## src/nlp_pkg.sv

```systemverilog
// shared types, codes and constants for the number literal parser
`default_nettype none
package nlp_pkg;

  localparam int unsigned DefValueWidth = 32;
  localparam int unsigned CharWidth     = 8;
  localparam int unsigned OutValueWidth = 32;
  localparam int unsigned StatusWidth   = 2;
  localparam int unsigned ModeWidth     = 3;
  localparam int unsigned OutDataWidth  = 48;

  // parse modes
  localparam logic [ModeWidth-1:0] MODE_IDLE      = 3'd0;
  localparam logic [ModeWidth-1:0] MODE_HEX_FIRST = 3'd1;
  localparam logic [ModeWidth-1:0] MODE_BIN_FIRST = 3'd2;
  localparam logic [ModeWidth-1:0] MODE_HEX       = 3'd3;
  localparam logic [ModeWidth-1:0] MODE_BIN       = 3'd4;
  localparam logic [ModeWidth-1:0] MODE_DEC       = 3'd5;

  // result status codes
  localparam logic [StatusWidth-1:0] ST_OK        = 2'd0;
  localparam logic [StatusWidth-1:0] ST_BAD_START = 2'd1;
  localparam logic [StatusWidth-1:0] ST_BAD_HEX   = 2'd2;
  localparam logic [StatusWidth-1:0] ST_BAD_BIN   = 2'd3;

  // characters
  localparam logic [CharWidth-1:0] CH_DOLLAR  = 8'h24;
  localparam logic [CharWidth-1:0] CH_PERCENT = 8'h25;
  localparam logic [CharWidth-1:0] CH_ZERO    = 8'h30;
  localparam logic [CharWidth-1:0] CH_ONE     = 8'h31;
  localparam logic [CharWidth-1:0] CH_NINE    = 8'h39;
  localparam logic [CharWidth-1:0] CH_UPPER_A = 8'h41;
  localparam logic [CharWidth-1:0] CH_UPPER_F = 8'h46;
  localparam logic [CharWidth-1:0] CH_LOWER_A = 8'h61;
  localparam logic [CharWidth-1:0] CH_LOWER_F = 8'h66;
  localparam logic [3:0]           DIGIT_TEN  = 4'hA;

  typedef struct packed {
    logic       is_dec;
    logic       is_hex;
    logic       is_bin;
    logic [3:0] value;
  } digit_info_t;

  typedef struct packed {
    logic [CharWidth-1:0]     stop_char;
    logic [StatusWidth-1:0]   status;
    logic [OutValueWidth-1:0] value;
  } result_t;

endpackage
`default_nettype wire

```

## src/nlp_digit_decode.sv

```systemverilog
// classifies one character as a decimal, hex or binary digit and gives its value
`default_nettype none
module nlp_digit_decode (
  input  wire logic [nlp_pkg::CharWidth-1:0] char_code,
  output nlp_pkg::digit_info_t               info
);
  import nlp_pkg::*;

  logic is_num;
  logic is_low;
  logic is_up;

  always_comb begin
    is_num = (char_code >= CH_ZERO) && (char_code <= CH_NINE);
    is_low = (char_code >= CH_LOWER_A) && (char_code <= CH_LOWER_F);
    is_up  = (char_code >= CH_UPPER_A) && (char_code <= CH_UPPER_F);
    info.is_dec = is_num;
    info.is_hex = is_num || is_low || is_up;
    info.is_bin = (char_code == CH_ZERO) || (char_code == CH_ONE);
    if (is_low) begin
      info.value = 4'(char_code - CH_LOWER_A) + DIGIT_TEN;
    end else if (is_up) begin
      info.value = 4'(char_code - CH_UPPER_A) + DIGIT_TEN;
    end else begin
      info.value = 4'(char_code - CH_ZERO);
    end
  end

endmodule
`default_nettype wire

```

## src/nlp_core.sv

```systemverilog
// parse state and accumulator with the per-character update
`default_nettype none
module nlp_core #(
  parameter int unsigned VALUE_WIDTH = nlp_pkg::DefValueWidth
) (
  input  wire logic                          clk,
  input  wire logic                          rst_n,
  input  wire logic                          step_en,
  input  wire logic [nlp_pkg::CharWidth-1:0] char_code,
  output logic                               emit,
  output nlp_pkg::result_t                   res
);
  import nlp_pkg::*;

  logic [ModeWidth-1:0]   mode_r;
  logic [ModeWidth-1:0]   mode_nxt;
  logic [VALUE_WIDTH-1:0] acc_r;
  logic [VALUE_WIDTH-1:0] acc_nxt;
  logic [VALUE_WIDTH-1:0] dig_w;
  logic [63:0]            acc_ext;
  digit_info_t            dig;

  nlp_digit_decode u_dec (
    .char_code (char_code),
    .info      (dig)
  );

  assign dig_w   = VALUE_WIDTH'(dig.value);
  assign acc_ext = 64'(acc_r);

  always_comb begin
    mode_nxt      = mode_r;
    acc_nxt       = acc_r;
    emit          = 1'b0;
    res.value     = acc_ext[OutValueWidth-1:0];
    res.status    = ST_OK;
    res.stop_char = char_code;
    unique case (mode_r)
      MODE_HEX_FIRST: begin
        if (dig.is_hex) begin
          acc_nxt  = dig_w;
          mode_nxt = MODE_HEX;
        end else begin
          emit       = 1'b1;
          res.value  = '0;
          res.status = ST_BAD_HEX;
        end
      end
      MODE_BIN_FIRST: begin
        if (dig.is_bin) begin
          acc_nxt  = dig_w;
          mode_nxt = MODE_BIN;
        end else begin
          emit       = 1'b1;
          res.value  = '0;
          res.status = ST_BAD_BIN;
        end
      end
      MODE_HEX: begin
        if (dig.is_hex) acc_nxt = (acc_r << 4) | dig_w;
        else emit = 1'b1;
      end
      MODE_BIN: begin
        if (dig.is_bin) acc_nxt = (acc_r << 1) | dig_w;
        else emit = 1'b1;
      end
      MODE_DEC: begin
        // times ten as two shifted adds
        if (dig.is_dec) acc_nxt = (acc_r << 3) + (acc_r << 1) + dig_w;
        else emit = 1'b1;
      end
      default: begin
        if (char_code == CH_DOLLAR) begin
          mode_nxt = MODE_HEX_FIRST;
          acc_nxt  = '0;
        end else if (char_code == CH_PERCENT) begin
          mode_nxt = MODE_BIN_FIRST;
          acc_nxt  = '0;
        end else if (dig.is_dec) begin
          mode_nxt = MODE_DEC;
          acc_nxt  = dig_w;
        end else begin
          emit       = 1'b1;
          res.value  = '0;
          res.status = ST_BAD_START;
        end
      end
    endcase
    if (emit) begin
      mode_nxt = MODE_IDLE;
      acc_nxt  = '0;
    end
  end

  always_ff @(posedge clk) begin
    if (!rst_n) begin
      mode_r <= MODE_IDLE;
      acc_r  <= '0;
    end else if (step_en) begin
      mode_r <= mode_nxt;
      acc_r  <= acc_nxt;
    end
  end

endmodule
`default_nettype wire

```

## src/number_literal_parser_unit.sv

```systemverilog
// top level: input register, parse step and result register
// each character is registered in the input register, and the result of a literal in the result register
// throughput: one character per cycle; a held result stalls only characters that end a literal
// the parse step is one shift-add on the accumulator between the two registers
// reset (synchronous, rst_n low) empties both registers and returns the parser to idle
`default_nettype none
module number_literal_parser_unit #(
  parameter int unsigned VALUE_WIDTH = nlp_pkg::DefValueWidth
) (
  input  wire logic                             clk,
  input  wire logic                             rst_n,
  input  wire logic                             in_tvalid,
  output logic                                  in_tready,
  input  wire logic [nlp_pkg::CharWidth-1:0]    in_tdata,   // [7:0] char_code
  output logic                                  out_tvalid,
  input  wire logic                             out_tready,
  output logic [nlp_pkg::OutDataWidth-1:0]      out_tdata   // [31:0] value, [33:32] status,
                                                            // [41:34] stop_char, rest zero
);
  import nlp_pkg::*;

  logic                 in_valid_r;
  logic [CharWidth-1:0] char_r;
  logic                 out_valid_r;
  result_t              res_r;
  result_t              res;
  logic                 emit;
  logic                 out_free;
  logic                 step_en;

  assign out_free  = !out_valid_r || out_tready;
  // a character that produces no result always moves on
  assign step_en   = in_valid_r && (!emit || out_free);
  assign in_tready = !in_valid_r || step_en;

  nlp_core #(
    .VALUE_WIDTH (VALUE_WIDTH)
  ) u_core (
    .clk       (clk),
    .rst_n     (rst_n),
    .step_en   (step_en),
    .char_code (char_r),
    .emit      (emit),
    .res       (res)
  );

  always_ff @(posedge clk) begin
    if (!rst_n) begin
      in_valid_r <= 1'b0;
    end else if (in_tready) begin
      in_valid_r <= in_tvalid;
    end
  end

  always_ff @(posedge clk) begin
    if (in_tready && in_tvalid) char_r <= in_tdata;
  end

  always_ff @(posedge clk) begin
    if (!rst_n) begin
      out_valid_r <= 1'b0;
    end else if (out_free) begin
      out_valid_r <= step_en && emit;
    end
  end

  always_ff @(posedge clk) begin
    if (step_en && emit) res_r <= res;
  end

  assign out_tvalid = out_valid_r;
  assign out_tdata  = OutDataWidth'(res_r);

endmodule
`default_nettype wire
```

## config.mk

```make
export PLATFORM = sky130hd
export DESIGN_NAME = number_literal_parser_unit
export DESIGN_NICKNAME = d
export VERILOG_FILES = /design/src/nlp_pkg.sv /design/src/nlp_digit_decode.sv /design/src/nlp_core.sv /design/src/number_literal_parser_unit.sv
export SDC_FILE = /design/constraint.sdc
export NUM_CORES = 1
export LEC_CHECK = 0
export BUFFER_PORTS_ARGS = -buffer_cell sky130_fd_sc_hd__buf_2
export CORE_MARGIN = 1.5
export CORE_UTILIZATION = 30
export CTS_CLUSTER_DIAMETER = 200
export DETAILED_ROUTE_END_ITERATION = 8
export PLACE_DENSITY = 0.53
export SKIP_LAST_GASP = 1
export SLEW_MARGIN = 20
export SYNTH_ARGS = -nofsm -noshare
export SYNTH_HDL_FRONTEND = slang
export SYNTH_SLANG_ARGS = --single-unit
```

## constraint.sdc

```tcl
create_clock -name clk -period 4.9 [get_ports clk]
set_clock_uncertainty 0.1 [all_clocks]
set_input_delay 0.245 -clock clk [delete_from_list [all_inputs] [get_ports clk]]
set_output_delay 0.245 -clock clk [all_outputs]
set_load 0.01 [all_outputs]
```

==> flow_summary.toml, run 1 <==
[power]
p_seq_frac = 0.497
leakage_nw = 2.96
p_sw_mw = 0.372
power_frac_clock = 0.423
p_int_mw = 1.25
ir_drop_mv = 0.160
swShare = 0.229
cellPowerDensity_mw_per_mm2 = 229
comb_power_share = 0.080

[floorplan]
die_area_mm2 = 0.0207
initial_core_util = 0.305
die_width_um = 144
die_h_um = 144
coreArea_mm2 = 0.0195
io_pins = 62
fp-row-count = 51

[finish]
layout_commonest_cell = "ha_1"
final_cell_mix = "ha_1 (61), a21oi_1 (55), buf_2 (55), edfxtp_1 (50), nand2_1 (48)"
fillCellCount = 1945
n_antenna_cell = 0
fin_nets = 765
seq_area_mm2 = 0.00224
area_delta_synth_final_pct = 19.2
multiInputGateArea_mm2 = 0.00359
layout-drive-gt1-share = 0.195

[grt]
overflow = 0
antenna_found_initial = 0
grt_use_total = 0.154
grt_max_degree = 40
grt_pass1_vias = 4986
grt_pass1_wl_um = 25100

[setup_path]
arrival_ns = 4.81
cp_slowest_stage_delay_ns = 0.45
path_cells = "inv_2 > ha_4 > or3b_4 > nand4_1 > buf_6 > mux2i_2 > inv_1 > ha_4 > ha_4 > fa_2 > a211oi_2 > buf_4 > o21ai_2 > a31o_1 > a21bo_2 > a221o_1 > a211oi_4 > o41ai_2 > xor2_1 > o2bb2ai_1"
crit_top_cell = "ha_4"
worst_setup_path_end_kind = "flip-flop"
r2r_start = "char_r[0]$_DFFE_PP_"
start_kind = "flip-flop"
slowest_stage = "edfxtp_1"
critPathLaunch = "char_r[0]$_DFFE_PP_"
cp.required_ns = 5.00
crit_fanout = 5
crit_type = "flip-flop to flip-flop"

[timing]
tns_ns = 0
worst_pin_slew_ns = 0.975
min_period_ns = 4.71
finalHoldViolCount = 0
period_share = 0.962
holdWs_ns = 0.0625
relSlewSlack = 0.347
fmax_mhz = 212
slew_viol_final = 0
rsz0062_at_grt = "false"
setup_viol = 0

[worst_hold_path]
hold_class = "input pin to flip-flop"
worstHoldStart = "in_tvalid"

[route]
firstDrtPassIters = 5
vias = 5060
routedWlPerCell_um = 16.2
dr.max_layer_used = "met4"
postRouteAntennaNets = 0
drt_iter0_markers = 279
met2_length_um = 7310
routed_wl_um = 15500
wl_met3_um = 751
vias_per_cell = 5.29
drc = 0
met1_length_um = 6880

[clock_tree]
clock_path_buffers = 2
clkTransAtPathRegs_ns = 0.06
cts_htree_levels = 3
root_buffer = "clkbuf_16"
clock_sinks = 87
cts_made_buffers = 9
worstSkewPairLatency_ns = 0.35
cts_tree = "done"

[synth]
yosys_register_bits = 87
synth.area.top_cells = "edfxtp_1 (25%), ha_1 (13%), dfxtp_1 (12%)"
yosysUniqueCellTypes = 72
synth-edff-count = 50
synth_top_area_cell = "edfxtp_1"
yosysTopAreaCellShare = 0.253
async_flop_share = 0
synth_flop_cell = "edfxtp_1"
netlist_area_mm2 = 0.00594
synth_warnings = 0
synth_cells = 616
yosysSeqAreaShare = 0.377
syn_area_per_cell_um2 = 9.65

[placement]
routabilityCongestion = 0.855
portBuffers = 55
place_hpwl_um = 11300

[job]
drv_cap = 0

[status]
outcome = "finished clean"
[power by group through the flow]
stage,Sequential (mW),Clock (mW),Combinational [mW]
after CTS,0.807,0.704,0.126
after detailed placement,0.823,0,0.120
after global routing,0.810,0.731,0.145
final,0.807,0.687,0.130
after floorplan,0.832,0,0.0665
after global placement,0.822,0,0.118
[final cells by class]
cell class / count / area share
Clock buffer: 11 / 0.0343
Inverter: 16 / 0.00848
Sequential cell: 87 / 0.316
Tap cell: 265 / 0.0468
Timing Repair Buffer: 90 / 0.0793
Clock inverter: 5 / 0.00830
Multi-Input combinational cell: 483 / 0.506
[Yosys cell counts, types with 4 or more instances]
master     count
a21o_1        16
o31ai_1        6
inv_1         16
dfxtp_1       37
and2_1        33
a222oi_1       5
edfxtp_1      50
buf_4          6
o21ai_2       11
nand3_1        5
o21ai_0       23
xor2_1        14
nor3_1        20
a31oi_1        6
o2bb2ai_1      5
nand2_1       49
a22oi_1       17
ha_1          64
nor2b_1        4
nand4_1        7
nor2_1        42
mux2i_1        6
a221o_1        4
a211oi_1       9
clkbuf_1      22
a21oi_1       56
xnor2_1       17
[worst max-delay path: cells and delay by family (launching register included)]
kind	cells	cell delay (ns)
AO/OA/AOI/OAI	8	1.76
adder cells (fa/ha/maj)	4	0.85
buffers and inverters	4	0.52
AND/OR/NAND/NOR	2	0.51
flip-flops	1	0.45
multiplexers	1	0.23
XOR/XNOR	1	0.15
[cells by family (layout without fill, tap and decap cells)]
group,after synthesis,after routing,share of synthesized area
AO/OA/AOI/OAI,189,189,0.225
AND/OR/NAND/NOR,184,184,0.159
flip-flops,87,87,0.377
adder cells (fa/ha/maj),66,66,0.141
buffers and inverters,51,122,0.0391
XOR/XNOR,31,31,0.0457
multiplexers,7,7,0.0120
other,1,6,0.000631
[sequential cells by signal, indices dropped and copies added, names as in the netlist]
register / count
out_tdata: 42
out_tvalid: 1
in_valid_r: 1
u_core.mode_r: 3
u_core.acc_r: 32
char_r: 8
[per-stage QoR]
stage	setup slack [ns]	cells	total power [mW]	area, um2	utilization
2_1_floorplan	0.189	621	0.898	5960	-
3_3_place_gp	0.133	928	0.941	6570	0.338
3_5_place_dp	0.00505	928	0.943	6570	0.338
4_1_cts	0.0450	952	1.64	6960	0.357
5_1_grt	0.00295	957	1.69	7080	0.364
6_report	0.187	957	1.62	7080	0.364
[repair_timing]
item | 4_1_cts | 5_1_grt
buffers inserted | 0 | 5
pin swaps | 1 | 13
gates resized for setup | 1 | 20
hold buffers | 8 | 0
hold endpoints to repair | 8 | 0
cloned | 0 | 0
endpoints found under the setup margin | 2 | 6
[per-layer routing]
| layer | vias to the layer above | GRT usage |
|---|---|---|
| met3 | 40 | 0.0197 |
| met4 | 0 | 0.0843 |
| met2 | 186 | 0.258 |
| met1 | 2393 | 0.191 |
| li1 | 2441 | - |
| met5 | - | 0 |
[path summary, 6_finish.rpt]
path / to / slack [ns] / cells after the start
worst max-delay path: u_core.acc_r[30]$_SDFFE_PN0P_ / 0.19 / 20
worst min-delay path: in_valid_r$_SDFFE_PN0N_ / 0.06 / 3
worst min register to register: out_tdata[38]$_DFFE_PP_ / 0.39 / 0
worst max register to register: u_core.acc_r[30]$_SDFFE_PN0P_ / 0.19 / 20
(Power assumes the default switching activity.)
==> run 2: changes to the inputs <==
- PLACE_DENSITY: 0.53 -> 0.57
==> run 2 against run 1 <==
Against the previous run: sequential share of layout area increased by 0.21 points; power grew 0.15%; highest routed layer unchanged; largest cell class unchanged; combinational power is essentially flat; die area is the same; worst hold slack better by 0.0049 ns; critical path type unchanged; flip-flop and latch count did not move; final cell count is 0.42% lower.
==> flow_summary.toml, run 2 (synthesis results as in run 1) <==
[finish]
layout-drive-gt1-share = 0.186
area_delta_synth_final_pct = 18.4
final_cell_mix = "ha_1 (62), a21oi_1 (55), buf_2 (55), edfxtp_1 (50), nand2_1 (48)"
largest_register_ffs = 42
layout_commonest_cell = "ha_1"
fin_nets = 761
n_antenna_cell = 0
final_core_util = 0.362

[grt]
antenna_found_initial = 0
grt_pass1_wl_um = 23100
grt_max_degree = 36
overflow = 0
grt_pass1_vias = 4445
grt_use_total = 0.142

[placement]
routabilityCongestion = 0.841
portBuffers = 55
place_hpwl_um = 10500

[clock_tree]
root_buffer = "clkbuf_16"
cts_made_buffers = 9
clkTransAtPathRegs_ns = 0.07
cts_tree = "done"
clock_path_buffers = 2
cts_htree_levels = 3
clock_sinks = 87
worstSkewPairLatency_ns = 0.34

[floorplan]
io_pins = 62
die_h_um = 144
coreArea_mm2 = 0.0195
fp-row-count = 51
die_width_um = 144
initial_core_util = 0.305
die_area_mm2 = 0.0207

[timing]
tns_ns = 0
finalHoldViolCount = 0
relSlewSlack = 0.435
slew_viol_final = 0
worst_pin_slew_ns = 0.843
rsz0062_at_grt = "false"
setup_viol = 0
min_period_ns = 4.68
fmax_mhz = 214
period_share = 0.956

[power]
leakage_nw = 2.95
power_frac_clock = 0.425
cellPowerDensity_mw_per_mm2 = 231
swShare = 0.228
ir_drop_mv = 0.163
p_seq_frac = 0.495
comb_power_share = 0.080
p_sw_mw = 0.371
p_int_mw = 1.26

[route]
vias = 4866
firstDrtPassIters = 5
drc = 0
routed_wl_um = 14300
postRouteAntennaNets = 0
drt_iter0_markers = 335
vias_per_cell = 5.11
routedWlPerCell_um = 15.0

[setup_path]
cp.required_ns = 4.99
rr_worst_depth = 17
r2r_start = "char_r[0]$_DFFE_PP_"
reg2reg_slack_ns = 0.22
r2r_end = "u_core.acc_r[24]$_SDFFE_PN0P_"
crit_fanout = 5
arrival_ns = 4.77
worst_setup_path_end_kind = "flip-flop"
path_cells = "inv_2 > ha_2 > or3b_2 > nand4_1 > buf_6 > nand2_1 > fa_1 > fa_2 > a211oi_4 > o21ai_2 > a31o_1 > a21bo_2 > a221o_1 > a21oi_2 > xnor2_1 > a222oi_1 > o21ai_0"
start_kind = "flip-flop"
cp_slowest_stage_delay_ns = 0.51
slowest_stage = "fa_1"
crit_type = "flip-flop to flip-flop"

[worst_hold_path]
hold_path_end = "in_valid_r$_SDFFE_PN0N_"
hold_class = "input pin to flip-flop"
worstHoldStart = "in_tvalid"
min_path_cells = 3

[status]
outcome = "finished clean"

[job]
drv_cap = 0
[run 2: final cells by class]
type	count	area [um2]
flip-flops and latches	87	2240
fillers	1923	12400
multi-input cells	483	3550
clock buffers	12	246
repair buffers	86	552
clock inverters	4	52.6
inverters	16	60.1
well taps	265	332
[run 2: worst max-delay path by stage]
stage | from | endpoint | slack (ns) | cells past startpoint
after floorplan | char_r[0]$_DFFE_PP_ | u_core.acc_r[30]$_SDFFE_PN0P_ | 0.19 | 19
after global placement | char_r[0]$_DFFE_PP_ | u_core.acc_r[30]$_SDFFE_PN0P_ | 0.11 | 19
after detailed placement | char_r[0]$_DFFE_PP_ | u_core.acc_r[30]$_SDFFE_PN0P_ | 0.04 | 19
after CTS | char_r[0]$_DFFE_PP_ | u_core.acc_r[30]$_SDFFE_PN0P_ | 0.04 | 19
after global routing | char_r[0]$_DFFE_PP_ | u_core.acc_r[30]$_SDFFE_PN0P_ | 0.007 | 19
final | char_r[0]$_DFFE_PP_ | u_core.acc_r[24]$_SDFFE_PN0P_ | 0.22 | 17
[run 2: power groups by stage]
| stage | Clock [mW] | Combinational (mW) | Sequential [mW] |
|---|---|---|---|
| 5_1_grt | 0.731 | 0.145 | 0.808 |
| 2_1_floorplan | 0 | 0.0665 | 0.832 |
| 4_1_cts | 0.708 | 0.128 | 0.806 |
| 6_report | 0.691 | 0.130 | 0.806 |
| 3_3_place_gp | 0 | 0.118 | 0.822 |
| 3_5_place_dp | 0 | 0.122 | 0.822 |
[run 2: metrics by stage]
step	hold slack, ns	power (mW)	instance area (um2)	worst slack (ns)	instances
detailed placement	0.324	0.945	6580	0.0388	926
global placement	0.323	0.940	6550	0.114	925
global route	0.0984	1.69	7040	0.00710	953
floorplan	0.244	0.898	5960	0.189	621
CTS	0.0663	1.64	6950	0.0387	950
finish	0.0674	1.63	7040	0.218	953
[run 2: critical path, delay by kind of cell, from the launching register on]
family          cells  cell delay, ns
flops               1            0.45
xor+xnor            1            0.09
compound gates      8            1.83
simple gates        3            0.68
buf+inv             2            0.23
fa+ha+maj           3            1.14
[run 2: metal layers]
| metal | GRT usage | vias to the layer above | routed length, um |
|---|---|---|---|
| li1 | - | 2431 | - |
| met1 | 0.214 | 2305 | 7410 |
| met2 | 0.209 | 117 | 6070 |
| met3 | 0.0147 | 13 | 615 |
| met4 | 0.0435 | 0 | 188 |
| met5 | 0 | - | 0 |
[run 2: what timing repair did]
action                     in CTS  in global routing
gates resized for setup         1                 14
setup endpoints to repair       1                  5
setup buffers                   0                  3
hold endpoints to repair        8                  0
pin swaps                       0                  8
hold buffers                    8                  0
==> run 3: changes to the inputs <==
- ABC_AREA: default -> 1
- SYNTH_HIERARCHICAL: default -> 1
==> run 3 against run 2 <==
Against the previous run: the run now ends with design-rule violations left; non-clock buffer count shrank 17; routed wire length grew 32%; synthesized area grew 13%; setup slack gained 1.0 ns; power grew 10%; count of clock-buffer cells in the layout shrank 2; fmax grew 28%; critical endpoint is now u_core/acc_r[26]$_SDFFE_PN0P_; utilization shrank 1.5 points; via count grew 27%; worst hold slack lost 0.016 ns; register-to-register slack gained 1.0 ns.
==> flow_summary.toml, run 3 <==
[clock_tree]
cts_resized = 0
worstSkewPairLatency_ns = 0.35
clock_sinks = 87
clock_path_buffers = 2
clkTransAtPathRegs_ns = 0.07
cts_setup_buffers = 0
cts_made_buffers = 9
cts_tree = "done"
root_buffer = "clkbuf_16"
cts_htree_levels = 3

[route]
vias_per_cell = 4.72
routedWlPerCell_um = 14.4
routed_wl_um = 18900
drt_iter0_markers = 345
drc = 7
vias = 6196
firstDrtPassIters = 6
postRouteAntennaNets = 0

[timing]
worst_pin_slew_ns = 0.894
min_period_ns = 3.67
rsz0062_at_grt = "false"
setup_viol = 0
slew_viol_final = 0
tns_ns = 0
finalHoldViolCount = 0
fmax_mhz = 273
relSlewSlack = 0.403
period_share = 0.749

[finish]
layout-drive-gt1-share = 0.0997
final_cell_mix = "nand2_1 (326), inv_1 (150), nor2_1 (69), a21oi_1 (68), ha_1 (63)"
largest_register_ffs = 42
area_delta_synth_final_pct = 13.1
fin_nets = 1105
fin_area_mm2 = 0.00762
n_antenna_cell = 0
layout_commonest_cell = "nand2_1"

[setup_path]
reg2reg_slack_ns = 1.23
worst_setup_path_end_kind = "flip-flop"
rr_worst_depth = 25
crit_type = "flip-flop to flip-flop"
start_kind = "flip-flop"
r2r_end = "u_core/acc_r[26]$_SDFFE_PN0P_"
arrival_ns = 3.84
r2r_start = "char_r[0]$_DFFE_PP_"
crit_fanout = 6
cp.required_ns = 5.07

[floorplan]
die_h_um = 153
fp-row-count = 54
die_area_mm2 = 0.0234
die_width_um = 153
io_pins = 62
coreArea_mm2 = 0.0220
initial_core_util = 0.307

[synth]
yosys.area_share.xor_xnor = 0.00390
synth_cells = 980
syn_area_per_cell_um2 = 6.87
yosysSeqAreaShare = 0.333
synth_common_cells = "nand2_1 (326), inv_1 (150), nor2_1 (70), a21oi_1 (68), ha_1 (63)"
async_flop_share = 0
synth_top_area_cell = "edfxtp_1"
yosysTopAreaCellShare = 0.223
synth_mux_area_frac = 0
synthAdderAreaFrac = 0.123
synth_warnings = 6
synth_flop_cell = "edfxtp_1"
synth-edff-count = 50
synth_compound_area_frac = 0.102
synth_top_family_by_area = "simple AND/OR/NAND/NOR gates"
yosys_register_bits = 87
synth.area.top_cells = "edfxtp_1 (22%), nand2_1 (18%), ha_1 (12%)"
netlist_area_mm2 = 0.00674
synth-simple-area-share = 0.318
yosysUniqueCellTypes = 43
synth_most_common_cell = "nand2_1"

[grt]
grt_pass1_vias = 5865
grt_max_degree = 35
grt_use_total = 0.164
antenna_found_initial = 0
overflow = 0
grt_pass1_wl_um = 30600

[worst_hold_path]
worstHoldStart = "in_tvalid"
hold_path_end = "in_valid_r$_SDFFE_PN0P_"
hold_class = "input pin to flip-flop"
min_path_cells = 3

[power]
ir_drop_mv = 0.158
comb_power_share = 0.116
power_frac_clock = 0.427
p_seq_frac = 0.457
p_sw_mw = 0.479
swShare = 0.267
p_int_mw = 1.31
leakage_nw = 3.75
cellPowerDensity_mw_per_mm2 = 235

[placement]
portBuffers = 55
place_area_mm2 = 0.00721
routabilityCongestion = 0.878
place_hpwl_um = 13900

[status]
violations = "design-rule violations"
outcome = "finished with violations"

[job]
drv_cap = 0
-- run 3: repair_timing --
| action | 4_1_cts | 5_1_grt |
|---|---|---|
| endpoints found under the hold margin | 8 | 0 |
| setup endpoints to repair | 0 | 0 |
| hold buffers | 8 | 0 |
-- run 3: cells by family (layout without fill, tap and decap cells) --
family / count (synthesis) / in the layout
AO/OA/AOI/OAI: 121 / 121
AND/OR/NAND/NOR: 510 / 510
buffers and inverters: 193 / 241
flip-flops: 87 / 87
XOR/XNOR: 3 / 3
other: 1 / 6
adder cells (fa/ha/maj): 65 / 65
-- run 3: cell type report --
cell class	count	area, um2
clock buffer	10	229
sequential	87	2240
fill	2354	14300
multi-input combinational	705	3710
inverter	156	587
tap	280	350
timing repair buffer	69	400
clock inverter	6	92.6
-- run 3: worst max path at each step --
stage	end	cells past startpoint	from	slack, ns
2_1_floorplan	out_tdata[0]$_DFFE_PP_	12	char_r[0]$_DFFE_PP_	0.94
3_3_place_gp	u_core/acc_r[26]$_SDFFE_PN0P_	25	char_r[0]$_DFFE_PP_	1.36
3_5_place_dp	u_core/acc_r[26]$_SDFFE_PN0P_	25	char_r[0]$_DFFE_PP_	1.26
4_1_cts	u_core/acc_r[26]$_SDFFE_PN0P_	25	char_r[0]$_DFFE_PP_	1.25
5_1_grt	u_core/acc_r[26]$_SDFFE_PN0P_	25	char_r[0]$_DFFE_PP_	0.79
6_report	u_core/acc_r[26]$_SDFFE_PN0P_	25	char_r[0]$_DFFE_PP_	1.23
-- run 3: critical path, stage by stage, from the launching register on --
cell	delay [ns]
edfxtp_1	0.49
inv_2	0.13
ha_1	0.17
inv_1	0.04
nor2_1	0.10
nand3_2	0.11
nand4_1	0.10
nand2_1	0.06
inv_1	0.09
inv_1	0.05
ha_1	0.28
ha_1	0.26
fa_1	0.44
nand3_1	0.11
nand3_1	0.17
nand2_1	0.11
nand2_1	0.09
nand2_1	0.07
nand2_1	0.08
nand2_1	0.08
nand2_1	0.05
nand2_1	0.06
nand3_1	0.06
nand2_1	0.10
nand2_1	0.05
a21oi_1	0.13
-- run 3: metal layers --
metal  wire length [um]  GRT usage
met1               9720      0.233
met3                585     0.0235
met5                  0          0
met2               8130      0.254
met4                420     0.0579
-- run 3: power by group through the flow --
stage               Sequential [mW]  Clock, mW  Combinational (mW)
floorplan                     0.847          0               0.129
global placement              0.836          0               0.200
detailed placement            0.835          0               0.203
CTS                           0.820      0.777               0.208
global route                  0.823      0.805               0.230
finish                        0.820      0.765               0.208
-- run 3: metrics by stage --
| step | power, mW | util | hold WS (ns) | std cells | worst slack (ns) |
|---|---|---|---|---|---|
| finish | 1.79 | 0.347 | 0.0514 | 1313 | 1.23 |
| global route | 1.86 | 0.347 | 0.0714 | 1313 | 0.786 |
| CTS | 1.81 | 0.347 | 0.0465 | 1313 | 1.25 |
| detailed placement | 1.04 | 0.329 | 0.324 | 1289 | 1.26 |
| global placement | 1.04 | 0.328 | 0.322 | 1289 | 1.36 |
| floorplan | 0.976 | - | 0.244 | 985 | 0.937 |
